[src/hdl/unique_key_table_insert_delete_defines.svh]
// ----------------------------------------------------------------------------
// Assertion macros for the unique key table
// Clocked on clk, disabled while rst_n is low.
// ----------------------------------------------------------------------------
`ifndef UNIQUE_KEY_TABLE_INSERT_DELETE_DEFINES_SVH
`define UNIQUE_KEY_TABLE_INSERT_DELETE_DEFINES_SVH

// cond holds at every edge out of reset
`define UKT_ASSERT_ALWAYS(label, cond, msg) \
    label: assert property (@(posedge clk) disable iff (!rst_n) (cond)) else $error(msg);

// cons holds in the same cycle as ante
`define UKT_ASSERT_IMPL(label, ante, cons, msg) \
    label: assert property (@(posedge clk) disable iff (!rst_n) (ante) |-> (cons)) \
        else $error(msg);

// cons holds in the cycle after ante
`define UKT_ASSERT_NEXT(label, ante, cons, msg) \
    label: assert property (@(posedge clk) disable iff (!rst_n) (ante) |=> (cons)) \
        else $error(msg);

`endif

[src/hdl/ukt_pkg.sv]
// ----------------------------------------------------------------------------
// ukt_pkg
// Field widths, register codes and request codes of the unique key table.
// ----------------------------------------------------------------------------
package ukt_pkg;

    localparam int KEY_W        = 64;
    localparam int IDX_W        = 4;
    localparam int CNT_OUT_W    = 5;
    localparam int FK_COUNT_W   = 3;
    localparam int CFG_IDX_W    = 3;
    localparam int FACTORY_REGS = 4;

    typedef enum logic [CFG_IDX_W-1:0] {
        CFG_FK_COUNT = 3'd0,
        CFG_FK_A     = 3'd1,
        CFG_FK_B     = 3'd2,
        CFG_FK_C     = 3'd3,
        CFG_FK_D     = 3'd4
    } cfg_reg_t;

    typedef enum logic {
        ACT_SAVE   = 1'b0,
        ACT_DELETE = 1'b1
    } action_t;

endpackage

[src/hdl/ukt_req_if.sv]
// ----------------------------------------------------------------------------
// ukt_req_if
// Request channel: save a key or delete an entry.
// ----------------------------------------------------------------------------
interface ukt_req_if
    import ukt_pkg::*;
();
    logic             valid;
    logic             ready;
    logic             action;
    logic [KEY_W-1:0] key_value;
    logic [IDX_W-1:0] entry_index;

    modport source (output valid, output action, output key_value, output entry_index,
                    input ready);
    modport sink   (input valid, input action, input key_value, input entry_index,
                    output ready);
endinterface

[src/hdl/ukt_rsp_if.sv]
// ----------------------------------------------------------------------------
// ukt_rsp_if
// Response channel: accepted flag and entry count after the request.
// ----------------------------------------------------------------------------
interface ukt_rsp_if
    import ukt_pkg::*;
();
    logic                 valid;
    logic                 ready;
    logic                 accepted;
    logic [CNT_OUT_W-1:0] key_count;

    modport source (output valid, output accepted, output key_count, input ready);
    modport sink   (input valid, input accepted, input key_count, output ready);
endinterface

[src/hdl/ukt_cfg_if.sv]
// ----------------------------------------------------------------------------
// ukt_cfg_if
// Register write channel: register index and write data.
// ----------------------------------------------------------------------------
interface ukt_cfg_if
    import ukt_pkg::*;
();
    logic                 valid;
    logic                 ready;
    logic [CFG_IDX_W-1:0] index;
    logic [KEY_W-1:0]     data;

    modport source (output valid, output index, output data, input ready);
    modport sink   (input valid, input index, input data, output ready);
endinterface

[src/hdl/ukt_key_mem.sv]
// ----------------------------------------------------------------------------
// ukt_key_mem
// Key storage: one write port, one read port with registered read data.
// ----------------------------------------------------------------------------
module ukt_key_mem
    import ukt_pkg::*;
#(
    parameter int DEPTH  = 16,
    parameter int ADDR_W = 4
) (
    input  logic              clk,
    input  logic              wr_en,
    input  logic [ADDR_W-1:0] wr_addr,
    input  logic [KEY_W-1:0]  wr_data,
    input  logic              rd_en,
    input  logic [ADDR_W-1:0] rd_addr,
    output logic [KEY_W-1:0]  rd_data
);

    logic [KEY_W-1:0] mem [DEPTH];
    logic [KEY_W-1:0] rd_data_reg;

    always_ff @(posedge clk)
    begin
        if (wr_en)
        begin
            mem[wr_addr] <= wr_data;
        end
        if (rd_en)
        begin
            rd_data_reg <= mem[rd_addr];
        end
    end

    assign rd_data = rd_data_reg;

endmodule

[src/hdl/ukt_cfg_regs.sv]
// ----------------------------------------------------------------------------
// ukt_cfg_regs
// Factory key registers and the match of a key against the enabled ones.
// ----------------------------------------------------------------------------
module ukt_cfg_regs
    import ukt_pkg::*;
#(
    parameter int FACTORY_SLOTS = 4
) (
    input  logic             clk,
    input  logic             rst_n,
    ukt_cfg_if.sink          cfg,
    input  logic [KEY_W-1:0] key,
    output logic             factory_hit
);

    localparam int LIM = (FACTORY_SLOTS < FACTORY_REGS) ? FACTORY_SLOTS : FACTORY_REGS;

    logic [FK_COUNT_W-1:0] fk_count_reg;
    logic [KEY_W-1:0]      fk_reg [FACTORY_REGS];
    logic [FK_COUNT_W-1:0] fk_enabled;

    assign cfg.ready = 1'b1;

    always_ff @(posedge clk or negedge rst_n)
    begin
        if (!rst_n)
        begin
            fk_count_reg <= '0;
            for (int i = 0; i < FACTORY_REGS; i++)
            begin
                fk_reg[i] <= '0;
            end
        end
        else if (cfg.valid && cfg.ready)
        begin
            case (cfg.index)
                CFG_FK_COUNT: fk_count_reg <= cfg.data[FK_COUNT_W-1:0];
                CFG_FK_A:     fk_reg[0]    <= cfg.data;
                CFG_FK_B:     fk_reg[1]    <= cfg.data;
                CFG_FK_C:     fk_reg[2]    <= cfg.data;
                CFG_FK_D:     fk_reg[3]    <= cfg.data;
                default:      ;
            endcase
        end
    end

    // saturate the count at the number of slots in use
    assign fk_enabled = (fk_count_reg > FK_COUNT_W'(LIM)) ? FK_COUNT_W'(LIM) : fk_count_reg;

    always_comb
    begin
        factory_hit = 1'b0;
        for (int i = 0; i < FACTORY_REGS; i++)
        begin
            if ((FK_COUNT_W'(i) < fk_enabled) && (fk_reg[i] == key))
            begin
                factory_hit = 1'b1;
            end
        end
    end

endmodule

[src/hdl/unique_key_table_insert_delete.sv]
// ----------------------------------------------------------------------------
// unique_key_table_insert_delete
// Table of unique 64-bit keys with append on save and compaction on delete.
// ----------------------------------------------------------------------------
// Channels: req carries one request per beat (action 0 saves key_value,
// action 1 deletes the entry at entry_index); rsp returns one beat per
// request with the accepted flag and the entry count after it; cfg writes
// the factory key count (index 0) and factory keys a..d (indexes 1..4);
// the user must write cfg only while no request is in flight (the block
// does not enforce this). cfg is always ready. A request is taken only
// while the controller is idle. A save reads the stored keys one per cycle
// from the key memory, compares each against the new key and the enabled
// factory keys, and appends the new key only if none matched; a save to a
// full table is rejected. A delete moves each later entry down through the
// same key memory, one per cycle; a bad index is rejected. Reset empties
// the table at once (count to zero, no sweep) and clears the factory
// registers. A stalled rsp holds its beat; the next request is still taken
// and worked on, and its result waits until the beat is taken.
// ----------------------------------------------------------------------------
module unique_key_table_insert_delete
    import ukt_pkg::*;
#(
    parameter int MAX_KEYS      = 16,
    parameter int FACTORY_SLOTS = 4
) (
    input  logic     clk,
    input  logic     rst_n,
    ukt_req_if.sink  req,
    ukt_rsp_if.source rsp,
    ukt_cfg_if.sink  cfg
);

`include "unique_key_table_insert_delete_defines.svh"

    localparam int ADDR_W = (MAX_KEYS > 1) ? $clog2(MAX_KEYS) : 1;
    localparam int CNT_W  = $clog2(MAX_KEYS + 1);
    localparam int CMP_W  = (CNT_W > IDX_W) ? CNT_W : IDX_W;
    localparam int EXT_W  = (CNT_W > CNT_OUT_W) ? CNT_W : CNT_OUT_W;

    typedef enum logic [3:0] {
        ST_IDLE   = 4'b0001,
        ST_SCAN   = 4'b0010,
        ST_SHIFT  = 4'b0100,
        ST_FINISH = 4'b1000
    } state_t;

    state_t               state_reg, state_next;
    logic [CNT_W-1:0]     count_reg, count_next;
    logic [CNT_W-1:0]     rd_cnt_reg, rd_cnt_next;
    logic [CNT_W-1:0]     wr_cnt_reg, wr_cnt_next;
    logic                 pend_reg, pend_next;
    logic                 hit_reg, hit_next;
    logic                 ok_reg, ok_next;
    logic [KEY_W-1:0]     key_reg, key_next;
    logic                 out_valid_reg, out_valid_next;
    logic                 out_ok_reg, out_ok_next;
    logic [CNT_OUT_W-1:0] out_cnt_reg, out_cnt_next;

    logic                 mem_wr_en;
    logic [ADDR_W-1:0]    mem_wr_addr;
    logic [KEY_W-1:0]     mem_wr_data;
    logic                 mem_rd_en;
    logic [ADDR_W-1:0]    mem_rd_addr;
    logic [KEY_W-1:0]     mem_rd_data;

    logic                 factory_hit;
    logic                 rd_issue;
    logic                 work_done;
    logic [CMP_W-1:0]     idx_cmp;
    logic [CMP_W-1:0]     cnt_cmp;
    logic [EXT_W-1:0]     cnt_ext;

    ukt_key_mem #(
        .DEPTH  (MAX_KEYS),
        .ADDR_W (ADDR_W)
    ) u_key_mem (
        .clk     (clk),
        .wr_en   (mem_wr_en),
        .wr_addr (mem_wr_addr),
        .wr_data (mem_wr_data),
        .rd_en   (mem_rd_en),
        .rd_addr (mem_rd_addr),
        .rd_data (mem_rd_data)
    );

    ukt_cfg_regs #(
        .FACTORY_SLOTS (FACTORY_SLOTS)
    ) u_cfg_regs (
        .clk         (clk),
        .rst_n       (rst_n),
        .cfg         (cfg),
        .key         (key_reg),
        .factory_hit (factory_hit)
    );

    assign req.ready = (state_reg == ST_IDLE);
    assign rd_issue  = (rd_cnt_reg < count_reg);
    // all reads issued and the last read data consumed
    assign work_done = !rd_issue && !pend_reg;
    assign idx_cmp   = CMP_W'(req.entry_index);
    assign cnt_cmp   = CMP_W'(count_reg);
    assign cnt_ext   = EXT_W'(count_reg);

    always_comb
    begin
        state_next     = state_reg;
        count_next     = count_reg;
        rd_cnt_next    = rd_cnt_reg;
        wr_cnt_next    = wr_cnt_reg;
        pend_next      = pend_reg;
        hit_next       = hit_reg;
        ok_next        = ok_reg;
        key_next       = key_reg;
        out_valid_next = out_valid_reg;
        out_ok_next    = out_ok_reg;
        out_cnt_next   = out_cnt_reg;
        mem_wr_en      = 1'b0;
        mem_wr_addr    = wr_cnt_reg[ADDR_W-1:0];
        mem_wr_data    = mem_rd_data;
        mem_rd_en      = 1'b0;
        mem_rd_addr    = rd_cnt_reg[ADDR_W-1:0];

        // drop the response beat once taken
        if (out_valid_reg && rsp.ready)
        begin
            out_valid_next = 1'b0;
        end

        case (state_reg)
            ST_IDLE:
            begin
                if (req.valid)
                begin
                    key_next  = req.key_value;
                    hit_next  = 1'b0;
                    pend_next = 1'b0;
                    if (req.action == ACT_SAVE)
                    begin
                        if (count_reg == CNT_W'(MAX_KEYS))
                        begin
                            ok_next    = 1'b0;
                            state_next = ST_FINISH;
                        end
                        else
                        begin
                            rd_cnt_next = '0;
                            state_next  = ST_SCAN;
                        end
                    end
                    else if (idx_cmp < cnt_cmp)
                    begin
                        wr_cnt_next = CNT_W'(idx_cmp);
                        rd_cnt_next = CNT_W'(idx_cmp) + CNT_W'(1);
                        state_next  = ST_SHIFT;
                    end
                    else
                    begin
                        ok_next    = 1'b0;
                        state_next = ST_FINISH;
                    end
                end
            end

            ST_SCAN:
            begin
                mem_rd_en = rd_issue;
                if (rd_issue)
                begin
                    rd_cnt_next = rd_cnt_reg + CNT_W'(1);
                end
                pend_next = rd_issue;
                if (pend_reg && (mem_rd_data == key_reg))
                begin
                    hit_next = 1'b1;
                end
                if (work_done)
                begin
                    if (!hit_reg && !factory_hit)
                    begin
                        // append at the end of the table
                        mem_wr_en   = 1'b1;
                        mem_wr_addr = count_reg[ADDR_W-1:0];
                        mem_wr_data = key_reg;
                        count_next  = count_reg + CNT_W'(1);
                        ok_next     = 1'b1;
                    end
                    else
                    begin
                        ok_next = 1'b0;
                    end
                    state_next = ST_FINISH;
                end
            end

            ST_SHIFT:
            begin
                mem_rd_en = rd_issue;
                if (rd_issue)
                begin
                    rd_cnt_next = rd_cnt_reg + CNT_W'(1);
                end
                pend_next = rd_issue;
                // move the entry read last cycle down one place
                if (pend_reg)
                begin
                    mem_wr_en   = 1'b1;
                    wr_cnt_next = wr_cnt_reg + CNT_W'(1);
                end
                if (work_done)
                begin
                    count_next = count_reg - CNT_W'(1);
                    ok_next    = 1'b1;
                    state_next = ST_FINISH;
                end
            end

            ST_FINISH:
            begin
                if (!out_valid_reg || rsp.ready)
                begin
                    out_valid_next = 1'b1;
                    out_ok_next    = ok_reg;
                    out_cnt_next   = cnt_ext[CNT_OUT_W-1:0];
                    state_next     = ST_IDLE;
                end
            end

            default:
            begin
                state_next = ST_IDLE;
            end
        endcase
    end

    always_ff @(posedge clk or negedge rst_n)
    begin
        if (!rst_n)
        begin
            state_reg     <= ST_IDLE;
            count_reg     <= '0;
            rd_cnt_reg    <= '0;
            wr_cnt_reg    <= '0;
            pend_reg      <= 1'b0;
            hit_reg       <= 1'b0;
            ok_reg        <= 1'b0;
            out_valid_reg <= 1'b0;
        end
        else
        begin
            state_reg     <= state_next;
            count_reg     <= count_next;
            rd_cnt_reg    <= rd_cnt_next;
            wr_cnt_reg    <= wr_cnt_next;
            pend_reg      <= pend_next;
            hit_reg       <= hit_next;
            ok_reg        <= ok_next;
            out_valid_reg <= out_valid_next;
        end
    end

    always_ff @(posedge clk)
    begin
        key_reg     <= key_next;
        out_ok_reg  <= out_ok_next;
        out_cnt_reg <= out_cnt_next;
    end

    assign rsp.valid     = out_valid_reg;
    assign rsp.accepted  = out_ok_reg;
    assign rsp.key_count = out_cnt_reg;

    `UKT_ASSERT_ALWAYS(a_count_range, count_reg <= CNT_W'(MAX_KEYS),
        "entry count above table size")
    `UKT_ASSERT_IMPL(a_wr_in_table, mem_wr_en, CNT_W'(mem_wr_addr) < count_next,
        "key memory write outside the table")
    `UKT_ASSERT_NEXT(a_finish_hold, state_reg == ST_FINISH && out_valid_reg && !rsp.ready,
        state_reg == ST_FINISH && out_valid_reg, "response overwritten while stalled")
    `UKT_ASSERT_NEXT(a_delete_shrink, state_reg == ST_SHIFT && work_done,
        count_reg == $past(count_reg) - CNT_W'(1), "delete did not shrink the table")

endmodule
[src/flat_wrapper.sv]
// flat-port wrapper written by rule: the top's interface ports become plain ports
module unique_key_table_insert_delete_flat import ukt_pkg::*;
#(
    parameter int MAX_KEYS      = 16,
    parameter int FACTORY_SLOTS = 4
)
  (clk, rst_n, req_valid, req_action, req_key_value, req_entry_index, req_ready, rsp_valid, rsp_accepted, rsp_key_count, rsp_ready, cfg_valid, cfg_index, cfg_data, cfg_ready);
  ukt_req_if req_i ();
  ukt_rsp_if rsp_i ();
  ukt_cfg_if cfg_i ();
  input  logic clk;
  input  logic rst_n;
  input wire logic [$bits(req_i.valid)-1:0] req_valid;
  input wire logic [$bits(req_i.action)-1:0] req_action;
  input wire logic [$bits(req_i.key_value)-1:0] req_key_value;
  input wire logic [$bits(req_i.entry_index)-1:0] req_entry_index;
  output wire logic [$bits(req_i.ready)-1:0] req_ready;
  output wire logic [$bits(rsp_i.valid)-1:0] rsp_valid;
  output wire logic [$bits(rsp_i.accepted)-1:0] rsp_accepted;
  output wire logic [$bits(rsp_i.key_count)-1:0] rsp_key_count;
  input wire logic [$bits(rsp_i.ready)-1:0] rsp_ready;
  input wire logic [$bits(cfg_i.valid)-1:0] cfg_valid;
  input wire logic [$bits(cfg_i.index)-1:0] cfg_index;
  input wire logic [$bits(cfg_i.data)-1:0] cfg_data;
  output wire logic [$bits(cfg_i.ready)-1:0] cfg_ready;
  assign req_i.valid = req_valid;
  assign req_i.action = req_action;
  assign req_i.key_value = req_key_value;
  assign req_i.entry_index = req_entry_index;
  assign req_ready = req_i.ready;
  assign rsp_valid = rsp_i.valid;
  assign rsp_accepted = rsp_i.accepted;
  assign rsp_key_count = rsp_i.key_count;
  assign rsp_i.ready = rsp_ready;
  assign cfg_i.valid = cfg_valid;
  assign cfg_i.index = cfg_index;
  assign cfg_i.data = cfg_data;
  assign cfg_ready = cfg_i.ready;
  unique_key_table_insert_delete #(.MAX_KEYS(MAX_KEYS), .FACTORY_SLOTS(FACTORY_SLOTS)) u_core (.clk(clk), .rst_n(rst_n), .req(req_i), .rsp(rsp_i), .cfg(cfg_i));
endmodule
[config.mk]
export PLATFORM = sky130hd
export DESIGN_NAME = unique_key_table_insert_delete_flat
export DESIGN_NICKNAME = d
export VERILOG_FILES = /design/src/hdl/ukt_pkg.sv /design/src/hdl/ukt_req_if.sv /design/src/hdl/ukt_rsp_if.sv /design/src/hdl/ukt_cfg_if.sv /design/src/hdl/ukt_key_mem.sv /design/src/hdl/ukt_cfg_regs.sv /design/src/hdl/unique_key_table_insert_delete.sv /design/src/flat_wrapper.sv
export VERILOG_INCLUDE_DIRS = /design/src /design/src/hdl
export SDC_FILE = /design/constraint.sdc
export NUM_CORES = 2
export LEC_CHECK = 0
export BUFFER_PORTS_ARGS = -buffer_cell sky130_fd_sc_hd__clkbuf_2
export CORE_UTILIZATION = 45
export CTS_CLUSTER_SIZE = 28
export DETAILED_ROUTE_END_ITERATION = 16
export GPL_ROUTABILITY_DRIVEN = 0
export PLACE_DENSITY = 0.62
export RECOVER_POWER = 50
export SLEW_MARGIN = 20
export SYNTH_ARGS = -nofsm -noshare
export SYNTH_HDL_FRONTEND = slang
export SYNTH_SLANG_ARGS = --single-unit
[constraint.sdc]
create_clock -name clk -period 18 [get_ports clk]
set_clock_uncertainty 0.15 [all_clocks]
set_input_delay 1.8 -clock clk [delete_from_list [all_inputs] [get_ports clk]]
set_output_delay 1.8 -clock clk [all_outputs]
set_load 0.005 [all_outputs]
==> run metrics <==
Final Hold Fails=0; ys flop type=edfxtp_1; CP bufs+invs=2; Chip Width=361.7 um; WL per Instance=31.20 um; flop-to-flop setup slack=7720 ps; CP max stage delay=2430 ps; Clk Latency, worst-skew pair=780 ps; critical path's slowest cell=o21ai_0; CTS Hold Buffers Added=0; vias in the first global route=between 30000 and 40000; root buffer cell=clkbuf_16; Slew HR=-367.4%; initial antenna violation count=8; Setup crit end kind=flip-flop; max FFs per register=1024; Final Max Tran Viols=between 900 and 1000; RSZ-0062 raised after global routing=no; Routed Wire Length=154.8 mm; core area=128000 um2; Async SR Flop Fraction=19.53%; Syn Nets=3101; CP top delay family=compound AO/OA/AOI/OAI gates; setup ws final=7720 ps; grt ovf=0; Post-CTS Setup Inserts=0; max-cap violations=24; R2R Path Start=u_core.rd_cnt_reg[1]; Power per Cell Area=roughly 150 nW/um2; IO Count=150; DRC Markers=0; RR Endpoint=u_core.u_key_mem.mem[8][56]; Worst EP arrival=10560 ps; r2r worst-path depth=10; Ant. Diodes=0; DR pass1 iterations=5; total vias in the final route=a little under 30000; Hold Crit Class=flip-flop to flip-flop; commonest non-fill, non-tap cells in the layout=edfxtp_1 (1158), mux4_2 (320), mux2_2 (288); crit path launch=u_core.rd_cnt_reg[1]; first-pass GRT wire length=222.1 mm; Critical Path Sink=u_core.u_key_mem.mem[8][56]; Ys Warns=0; Worst-path clk slew=60 ps; min Tclk post-route=10280 ps; Static Leak=around 22 nW; GRT Total Usage=23.85%; antenna violation net count after detailed routing=0; Levels on crit path=10; Post-Synthesis Cells=2946; Via density=5.922; Final period util=a little under three fifths; Least-Margin Pin Slew=7011 ps; post-cts gate resize count=0; endpoints failing setup=0; Post-Syn Area per Cell=just under 20 um2; FF+latch count, synth=1439; failing checks=capacitance limit, slew limit; die height=361.7 um; pre-CTS worst setup slack=11990 ps; status=complete, but fails checks; CTS Buffer Depth=3; Post-synth EDFFs=between 1000 and 1500; Cell Rows=around 130; worst path required time=18280 ps; Post-Syn Area=58220 um2; Sum Neg Setup Slack=0 ps; die area=130800 um2; layout overhead on the synthesized area=12.40%; post-synthesis sequential area ratio=between 70% and 80%; number of DRC markers in iteration 0=3137; largest net degree at the start of global routing=166; CTS tree=built; Peak VDD IR=between 0.0001 and 0.00015 V; Fillers=10130; type of origin of the critical path=flip-flop; Starting Density=45.48%; share of cells above drive strength 1=29.62%; Buffers on Ports=148; commonest non-fill, non-tap cell in the layout=edfxtp_1; # nets final=3267; H-Tree Depth=4; crit-path cells=ha_1 > a21o_1 > a21o_1 > nand2_1 > a211oi_1 > nand4_1 > or3_1 > o21ai_0 > buf_4 > buf_4; CP max FO=just over 60; synth unique cells=59; HPWL Detailed=97.40 mm; critical path type=flip-flop to flip-flop; fmax=between 0.09 and 0.1 GHz; Clock Sinks=1439; Inserted Clock Buffers=146
==> layout make-up <==
cell class | instances | area [um2] | area share (%)
clock inverter | 71 | 603.1 | 0.9216
timing repair buffer | 197 | 1036 | 1.583
clock buffer | 199 | 4028 | 6.155
multi-input combinational | 1281 | 15610 | 23.86
inverter | 47 | 178.9 | 0.2734
tap | 1729 | 2163 | 3.306
sequential | 1439 | 41820 | 63.90
==> cell families (layout without fill, tap and decap cells) <==
family | Yosys count | after routing | synth area share [%]
flops | 1439 | 1439 | 71.80
mux | 641 | 641 | 18.58
xor+xnor | 289 | 289 | 4.347
simple gates | 228 | 228 | 2.211
buf+inv | 226 | 514 | 1.509
compound gates | 108 | 108 | 1.231
fa+ha+maj | 14 | 14 | 0.3138
other cells | 1 | 1 | 0.006441
==> worst reg2reg max path, stage by stage, from the launching register on <==
cell and delay (ps):
dfrtp_1 2370, ha_1 470, a21o_1 110, a21o_1 160
nand2_1 100, a211oi_1 610, nand4_1 1400, or3_1 930
o21ai_0 2430, buf_4 710, buf_4 470
==> synth_stat cells (all sizes together), types with 3 or more instances <==
| master | count | share of area, % |
|---|---|---|
| o22ai | 13 | 0.14 |
| mux2 | 316 | 6.1 |
| or3 | 7 | 0.075 |
| xor2 | 106 | 1.6 |
| nand2 | 47 | 0.30 |
| o2bb2ai | 5 | 0.075 |
| nor4 | 38 | 0.41 |
| a21o | 5 | 0.064 |
| or2 | 4 | 0.043 |
| nand4 | 51 | 0.56 |
| o2111ai | 5 | 0.075 |
| a21oi | 31 | 0.27 |
| edfxtp | 1158 | 60 |
| o21ai | 16 | 0.14 |
| dfrtp | 280 | 12 |
| nand3 | 13 | 0.11 |
| nand2b | 19 | 0.20 |
| clkbuf | 146 | 0.94 |
| a31oi | 6 | 0.064 |
| or4 | 4 | 0.058 |
| nor3 | 5 | 0.043 |
| xnor2 | 183 | 2.8 |
| nor4b | 3 | 0.045 |
| buf | 33 | 0.26 |
| ha | 13 | 0.28 |
| nor2 | 19 | 0.12 |
| inv | 47 | 0.30 |
| a22o | 3 | 0.045 |
| o31ai | 3 | 0.039 |
| mux2i | 5 | 0.086 |
| nand3b | 4 | 0.052 |
| a221oi | 3 | 0.045 |
| a22oi | 5 | 0.064 |
| mux4 | 320 | 12 |
| nor2b | 6 | 0.064 |
==> metal layers <==
layer | global-route usage [%] | wire length (um) | vias to the layer above
met4 | 6.572 | 3725 | 12
met5 | 0 | 79 | -
met2 | 38.44 | 75480 | 1190
li1 | - | - | 12040
met1 | 33.12 | 64450 | 15950
met3 | 4.789 | 11110 | 195
==> where the power goes <==
group | switching [mW] | internal, mW
clock network | 1.27 | 1.68
registers | 0.390 | 3.99
logic | 1.10 | 1.12
total | 2.76 | 6.79
==> how the worst min path moves through the flow <==
stage	endpoint	slack, ps	depth (start not counted)	from
floorplan	u_core.rsp.accepted	270	0	u_core.ok_reg
global placement	u_core.rsp.accepted	290	0	u_core.ok_reg
detailed placement	u_core.rsp.accepted	290	0	u_core.ok_reg
CTS	u_core.rsp.accepted	310	0	u_core.ok_reg
global route	u_core.rsp.accepted	310	0	u_core.ok_reg
finish	u_core.rsp.accepted	300	0	u_core.ok_reg
==> stage by stage <==
step	cell area [um2]	hold WS, ps	instances	total power, mW	utilization (%)
final	65440	304.4	4963	9.548	51.12
after global placement	61100	288.2	4692	6.610	47.73
after CTS	65730	309.7	4962	9.593	51.35
after detailed placement	61100	292.0	4692	6.650	47.73
after global routing	65440	306.6	4963	9.880	51.12
after floorplan	58220	274.8	2946	5.866	-
No activity file was read; power rests on OpenSTA's default activity.
